## src/rtl/core/rgbhsv_pkg.sv

```systemverilog
// Shared types and constants for the RGB to HSV converter.
// No dependencies.
`timescale 1ns / 1ps
package rgbhsv_pkg;

  localparam int unsigned GUN_W   = 6;
  localparam int unsigned CHAN_W  = 8;
  localparam int unsigned NUM_W   = 16;
  localparam int unsigned SUM_W   = 11;
  localparam int unsigned DIV_STEPS = 8;

  localparam logic [SUM_W-1:0] HUE_BASE_1 = 11'd255;
  localparam logic [SUM_W-1:0] HUE_BASE_3 = 11'd765;
  localparam logic [SUM_W-1:0] HUE_BASE_5 = 11'd1275;

  localparam logic [14:0] RECIP_63 = 15'd16645;
  localparam logic [13:0] RECIP_6  = 14'd10923;

  typedef struct packed {
    logic [NUM_W-1:0]  s_rem;
    logic [CHAN_W-1:0] s_den;
    logic [CHAN_W-1:0] s_quo;
    logic [NUM_W-1:0]  h_rem;
    logic [CHAN_W-1:0] h_den;
    logic [CHAN_W-1:0] h_quo;
    logic [SUM_W-1:0]  h_base;
    logic              h_neg;
    logic [CHAN_W-1:0] val;
  } div_word_t;

  function automatic logic [CHAN_W-1:0] scale_gun(input logic [GUN_W-1:0] g);
    logic [13:0] n;
    logic [28:0] p;
    n = 14'(16'(g) * 16'd255 + 16'd31);
    p = 29'(n) * 29'(RECIP_63);
    return p[27:20];
  endfunction

endpackage

```

## src/rtl/core/rgbhsv_prep.sv

```systemverilog
// Front stages: gun scaling, value/white and hexcone sector selection.
// Depends on rgbhsv_pkg.
`timescale 1ns / 1ps
module rgbhsv_prep import rgbhsv_pkg::*; (
  input  logic              clk,
  input  logic              rst_n,
  input  logic              adv,
  input  logic              in_valid,
  input  logic [GUN_W-1:0]  red,
  input  logic [GUN_W-1:0]  green,
  input  logic [GUN_W-1:0]  blue,
  output logic              out_valid,
  output div_word_t         out_word
);

  logic              v1_r, v2_r;
  logic [CHAN_W-1:0] r_r, g_r, b_r;
  div_word_t         w_r, w_nxt;
  logic [CHAN_W-1:0] val, white, span, x;

  always_ff @(posedge clk) begin
    if (!rst_n) begin
      v1_r <= 1'b0;
      v2_r <= 1'b0;
    end else if (adv) begin
      v1_r <= in_valid;
      v2_r <= v1_r;
    end
  end

  always_ff @(posedge clk) begin
    if (adv) begin
      r_r <= scale_gun(red);
      g_r <= scale_gun(green);
      b_r <= scale_gun(blue);
      w_r <= w_nxt;
    end
  end

  always_comb begin
    val   = (r_r > g_r) ? r_r : g_r;
    if (b_r > val) val = b_r;
    white = (r_r < g_r) ? r_r : g_r;
    if (b_r < white) white = b_r;
    span  = val - white;
    w_nxt = '0;
    if (val == r_r) begin
      if (white == g_r) begin
        x = b_r; w_nxt.h_base = HUE_BASE_5; w_nxt.h_neg = 1'b0;
      end else begin
        x = g_r; w_nxt.h_base = HUE_BASE_1; w_nxt.h_neg = 1'b1;
      end
    end else if (val == g_r) begin
      if (white == b_r) begin
        x = r_r; w_nxt.h_base = HUE_BASE_1; w_nxt.h_neg = 1'b0;
      end else begin
        x = b_r; w_nxt.h_base = HUE_BASE_3; w_nxt.h_neg = 1'b1;
      end
    end else begin
      if (white == r_r) begin
        x = g_r; w_nxt.h_base = HUE_BASE_3; w_nxt.h_neg = 1'b0;
      end else begin
        x = r_r; w_nxt.h_base = HUE_BASE_5; w_nxt.h_neg = 1'b1;
      end
    end
    w_nxt.s_rem = {span, 8'd0} - {8'd0, span};
    w_nxt.s_den = val;
    w_nxt.h_rem = {(val - x), 8'd0} - {8'd0, (val - x)};
    w_nxt.h_den = span;
    w_nxt.val   = val;
  end

  assign out_valid = v2_r;
  assign out_word  = w_r;

endmodule

```

## src/rtl/core/rgbhsv_div_cell.sv

```systemverilog
// One restoring-division cell: resolves one quotient bit of both quotients.
// Depends on rgbhsv_pkg.
`timescale 1ns / 1ps
module rgbhsv_div_cell import rgbhsv_pkg::*; #(
  parameter int unsigned BIT = 7
) (
  input  logic      clk,
  input  logic      rst_n,
  input  logic      adv,
  input  logic      in_valid,
  input  div_word_t in_word,
  output logic      out_valid,
  output div_word_t out_word
);

  logic      v_r;
  div_word_t w_r, w_nxt;
  logic [NUM_W:0] s_sub, h_sub;

  always_comb begin
    w_nxt = in_word;
    s_sub = {1'b0, in_word.s_rem} - ({9'd0, in_word.s_den} << BIT);
    h_sub = {1'b0, in_word.h_rem} - ({9'd0, in_word.h_den} << BIT);
    if (!s_sub[NUM_W]) begin
      w_nxt.s_rem      = s_sub[NUM_W-1:0];
      w_nxt.s_quo[BIT] = 1'b1;
    end
    if (!h_sub[NUM_W]) begin
      w_nxt.h_rem      = h_sub[NUM_W-1:0];
      w_nxt.h_quo[BIT] = 1'b1;
    end
  end

  always_ff @(posedge clk) begin
    if (!rst_n) begin
      v_r <= 1'b0;
    end else if (adv) begin
      v_r <= in_valid;
    end
  end

  always_ff @(posedge clk) begin
    if (adv) begin
      w_r <= w_nxt;
    end
  end

  assign out_valid = v_r;
  assign out_word  = w_r;

endmodule

```

## src/rtl/core/rgbhsv_post.sv

```systemverilog
// Back stages: quotient rounding, hue sum and rounded divide by six.
// Depends on rgbhsv_pkg.
`timescale 1ns / 1ps
module rgbhsv_post import rgbhsv_pkg::*; (
  input  logic              clk,
  input  logic              rst_n,
  input  logic              adv,
  input  logic              in_valid,
  input  div_word_t         in_word,
  output logic              out_valid,
  output logic [CHAN_W-1:0] hue,
  output logic [CHAN_W-1:0] sat,
  output logic [CHAN_W-1:0] val
);

  logic              v1_r, v2_r;
  logic [CHAN_W-1:0] sat1_r, sat1_nxt, val1_r;
  logic [SUM_W-1:0]  sum_r, sum_nxt;
  logic [CHAN_W-1:0] hue_r, hue_nxt, sat2_r, val2_r;
  logic [CHAN_W-1:0] c_fin;
  logic [SUM_W-1:0]  n6;
  logic [24:0]       p6;

  always_comb begin
    sat1_nxt = in_word.s_quo
             + 8'(({in_word.s_rem[7:0], 1'b0} >= {1'b0, in_word.s_den}) ? 1 : 0);
    if (in_word.val == '0) sat1_nxt = '0;
    c_fin    = in_word.h_quo
             + 8'(({in_word.h_rem[7:0], 1'b0} >= {1'b0, in_word.h_den}) ? 1 : 0);
    sum_nxt  = in_word.h_neg ? (in_word.h_base - {3'd0, c_fin})
                             : (in_word.h_base + {3'd0, c_fin});
  end

  always_comb begin
    n6      = sum_r + 11'd3;
    p6      = 25'(n6) * 25'(RECIP_6);
    hue_nxt = (sat1_r == '0) ? '0 : p6[23:16];
  end

  always_ff @(posedge clk) begin
    if (!rst_n) begin
      v1_r <= 1'b0;
      v2_r <= 1'b0;
    end else if (adv) begin
      v1_r <= in_valid;
      v2_r <= v1_r;
    end
  end

  always_ff @(posedge clk) begin
    if (adv) begin
      sat1_r <= sat1_nxt;
      val1_r <= in_word.val;
      sum_r  <= sum_nxt;
      hue_r  <= hue_nxt;
      sat2_r <= sat1_r;
      val2_r <= val1_r;
    end
  end

  assign out_valid = v2_r;
  assign hue       = hue_r;
  assign sat       = sat2_r;
  assign val       = val2_r;

endmodule

```

## src/rtl/core/rgb6_to_hsv8_convert_core.sv

```systemverilog
// Top level of the 6-bit RGB to 8-bit HSV converter.
// Depends on rgbhsv_pkg, rgbhsv_prep, rgbhsv_div_cell and rgbhsv_post.
//
// Takes one colour word per cycle and returns one HSV word per colour, in
// order, through two front stages, a row of eight division cells that each
// resolve one quotient bit of saturation and hue, and two back stages. All
// stages advance together; a stalled result holds the whole row and stalls
// the input.
`timescale 1ns / 1ps
module rgb6_to_hsv8_convert_core import rgbhsv_pkg::*; (
  input  logic              clk,
  input  logic              rst_n,
  input  logic              in_valid,
  output logic              in_stall,
  input  logic [GUN_W-1:0]  in_red_in,
  input  logic [GUN_W-1:0]  in_green_in,
  input  logic [GUN_W-1:0]  in_blue_in,
  output logic              out_valid,
  input  logic              out_stall,
  output logic [CHAN_W-1:0] out_hue,
  output logic [CHAN_W-1:0] out_saturation,
  output logic [CHAN_W-1:0] out_brightness
);

  logic      adv;
  logic      cv [DIV_STEPS+1];
  div_word_t cw [DIV_STEPS+1];

  assign adv      = !(out_valid && out_stall);
  assign in_stall = !adv;

  rgbhsv_prep u_prep (
    .clk(clk), .rst_n(rst_n), .adv(adv), .in_valid(in_valid),
    .red(in_red_in), .green(in_green_in), .blue(in_blue_in),
    .out_valid(cv[0]), .out_word(cw[0])
  );

  for (genvar i = 0; i < DIV_STEPS; i++) begin : g_cell
    rgbhsv_div_cell #(.BIT(DIV_STEPS - 1 - i)) u_cell (
      .clk(clk), .rst_n(rst_n), .adv(adv),
      .in_valid(cv[i]), .in_word(cw[i]),
      .out_valid(cv[i+1]), .out_word(cw[i+1])
    );
  end

  rgbhsv_post u_post (
    .clk(clk), .rst_n(rst_n), .adv(adv),
    .in_valid(cv[DIV_STEPS]), .in_word(cw[DIV_STEPS]),
    .out_valid(out_valid), .hue(out_hue), .sat(out_saturation), .val(out_brightness)
  );

endmodule
```

## config.mk

```make
export PLATFORM = sky130hd
export DESIGN_NAME = rgb6_to_hsv8_convert_core
export DESIGN_NICKNAME = d
export VERILOG_FILES = /design/src/rtl/core/rgbhsv_pkg.sv /design/src/rtl/core/rgbhsv_prep.sv /design/src/rtl/core/rgbhsv_div_cell.sv /design/src/rtl/core/rgbhsv_post.sv /design/src/rtl/core/rgb6_to_hsv8_convert_core.sv
export SDC_FILE = /design/constraint.sdc
export NUM_CORES = 2
export LEC_CHECK = 0
export BUFFER_PORTS_ARGS = -buffer_cell sky130_fd_sc_hd__buf_4
export CAP_MARGIN = 20
export CORE_ASPECT_RATIO = 1.1
export CORE_MARGIN = 2
export CORE_UTILIZATION = 25
export DETAILED_ROUTE_END_ITERATION = 7
export GPL_ROUTABILITY_DRIVEN = 0
export SYNTH_ARGS = -nofsm -noshare
export SYNTH_HDL_FRONTEND = slang
export SYNTH_SLANG_ARGS = --single-unit
```

## constraint.sdc

```tcl
create_clock -name clk -period 47 [get_ports clk]
set_clock_uncertainty 0.2 [all_clocks]
set_input_delay 9.4 -clock clk [delete_from_list [all_inputs] [get_ports clk]]
set_output_delay 9.4 -clock clk [all_outputs]
set_load 0.1 [all_outputs]
```

==> flow_metrics.py <==
metrics = {
    "floorplan": {
        "ios": 48,
        "floorplan.rows": 156,
        "dieArea_um2": 168000,
        "floorplan.initialDensity_pct": 25.1,
        "die_x_um": 391,
        "core_um2": 164000,
        "die-height_um": 429,
    },
    "logic_synthesis": {
        "synth_seq_cells": 612,
        "synth_compound_area_share_pct": 10.9,
        "synth_edf_count": 600,
        "yosys.area_share.simple_pct": 8.32,
        "async_flop_share_pct": 0,
        "synth_fa_ha_area_share_pct": 24.4,
        "synth_area_um2": 41100,
        "synthMuxAreaShare_pct": 0.776,
        "synthXorXnorAreaFrac_pct": 5.85,
        "syn_inst": 3618,
        "synth.distinct_cells": 87,
        "yosysWarnings": 0,
        "synth-seq-area-share_pct": 44.4,
        "synth_top_family_by_area": "adder cells",
        "synth_flop_cell": "edfxtp_1",
        "syn-num-nets": 4363,
        "syn_avg_cell_area_um2": 11.4,
    },
    "clocking": {
        "clk_path_buf_depth": 3,
        "cts-root-buf": "clkbuf_16",
        "tritoncts": "yes",
        "htree_levels": 3,
        "clk-insertion-delay-late_ns": 0.59,
        "cts_hold_buf": 0,
        "cts_resized": 0,
        "clkSinkCount": 612,
        "numCtsBuffers": 66,
        "path_clk_slew_ns": 0.06,
        "cts_setup_buffers": 0,
    },
    "placement": {
        "port_buffers": 47,
        "hpwlAfterDp_mm": 51.8,
    },
    "sta": {
        "min_period_over_period_pct": 43.7,
        "setup_viol": 0,
        "fmax_mhz": 48.7,
        "relSlewSlack_pct": 24.0,
        "finalMaxSlewViolations": 0,
        "hold_violations": 0,
        "worst_pin_slew_ns": 1.14,
        "fin_tns_setup_ns": 0,
        "rsz0062_at_grt": "no",
        "final.min_clock_period_ns": 20.53,
    },
    "drt": {
        "dr.pass1.iters": 5,
        "num_vias": 25119,
        "first_iter_violations": 1282,
        "wl_per_cell_um": 11.6,
        "finalWirelength_mm": 67.8,
        "wl_met1_mm": 29.0,
        "routed_via_density": 4.29,
        "wl_met2_mm": 33.7,
        "maxUsedRoutingLayer": "met4",
        "wl_met3_mm": 2.91,
        "drc_errors": 0,
        "antenna_left": 0,
    },
    "worst_setup_path": {
        "crit_type": "in2out",
        "path_max_fanout": 74,
        "start_kind": "input pin",
        "end_kind": "output pin",
        "crit_arrival_ns": 10.93,
        "cp.required_ns": 37.40,
    },
    "grt": {
        "antenna_found_initial": 0,
        "grt_pass1_wl_mm": 116,
        "grt_max_degree": 222,
        "grt_use_total_pct": 8.10,
        "grt_remaining_overflow": 0,
        "grt_pass1_vias": 25394,
    },
    "finish": {
        "largest_reg_flops": 473,
        "nets": 4422,
        "mostFrequentLayoutCell": "edfxtp_1",
        "antenna_cells": 0,
        "final_layout_size_suffix_gt1_share_pct": 4.94,
        "layout_common_cells": "edfxtp_1, ha_1, inv_1",
        "syn2layout_area_growth_pct": 12.1,
        "fill_cells": 16700,
    },
    "run_status": {
        "status": "completed",
    },
    "job": {
        "drv_cap": 0,
    },
    "worst_hold_path": {
        "hold_class": "reg2reg",
    },
}
[worst paths after layout]
kind	slack [ns]	to	startpoint	cells past startpoint
worst max-delay path	26.47	in_stall	out_stall	4
worst min-delay path	0.21	g_cell[2].u_cell.out_word[27]	g_cell[1].u_cell.out_word[27]	0
worst max register to register	37.10	u_prep.out_word[48]	u_prep.g_r[6]	31
worst min register to register	0.21	g_cell[2].u_cell.out_word[27]	g_cell[1].u_cell.out_word[27]	0
[area by class of cell]
type                            instances  area, um^2  share of cell area (%)
Inverter                              512        1920                    4.17
Multi-Input combinational cell       2430       20700                    44.8
Timing Repair Buffer                   55         425                   0.923
Tap cell                             2133        2670                    5.79
Clock buffer                           78        1700                    3.68
Sequential cell                       612       18300                    39.6
Clock inverter                         41         445                   0.967
[cell usage after synthesis, drive strengths merged (19+ instances only)]
cell type | number | area share [%]
nand4 | 19 | 0.29
nand2b | 58 | 0.88
nor2b | 52 | 0.79
ha | 595 | 18
nand3 | 56 | 0.69
edfxtp | 600 | 44
o21bai | 22 | 0.40
o21a | 24 | 0.44
xor2 | 103 | 2.2
fa | 128 | 6.2
nor3 | 45 | 0.55
a21oi | 211 | 2.6
nand2 | 155 | 1.4
inv | 511 | 4.7
o21ai | 148 | 1.8
a21o | 113 | 2.1
xnor2 | 169 | 3.6
and3 | 20 | 0.30
and2 | 19 | 0.29
clkbuf | 51 | 0.47
nor2 | 227 | 2.1
a21boi | 34 | 0.65
[stage by stage]
step | worst slack [ns] | util (%) | hold slack (ns) | std cells | instance area (um^2)
CTS | 26.38 | 28.1 | 0.205 | 5861 | 46100
finish | 26.47 | 28.1 | 0.205 | 5861 | 46100
global placement | 26.43 | 26.8 | 0.200 | 5742 | 43900
detailed placement | 26.38 | 26.8 | 0.205 | 5742 | 43900
global route | 26.30 | 28.1 | 0.216 | 5861 | 46100
floorplan | 19.78 | - | 0.200 | 3618 | 41100
[metal layers]
| layer | vias to the layer above | global-route usage, % |
|---|---|---|
| met5 | - | 0 |
| met4 | 0 | 2.68 |
| met3 | 156 | 1.42 |
| met2 | 414 | 14.8 |
| met1 | 11672 | 9.50 |
| li1 | 12877 | - |
[kinds of logic after synthesis]
family / count (synthesis)
muxes: 30
adders and majority gates: 724
AOI/OAI and AO/OA: 698
buffers and inverters: 576
and+or+nand+nor: 705
DFF: 612
xor gates and xnor gates: 273
[worst max-delay path, stage by stage]
cell     delay (ns)
buf_4          0.12
nand2_4        0.63
inv_1          0.42
buf_4          0.36
Power is left out: the tool's default activity adds up to more than one toggle a clock period on the data nets, which glitch-free logic cannot reach.
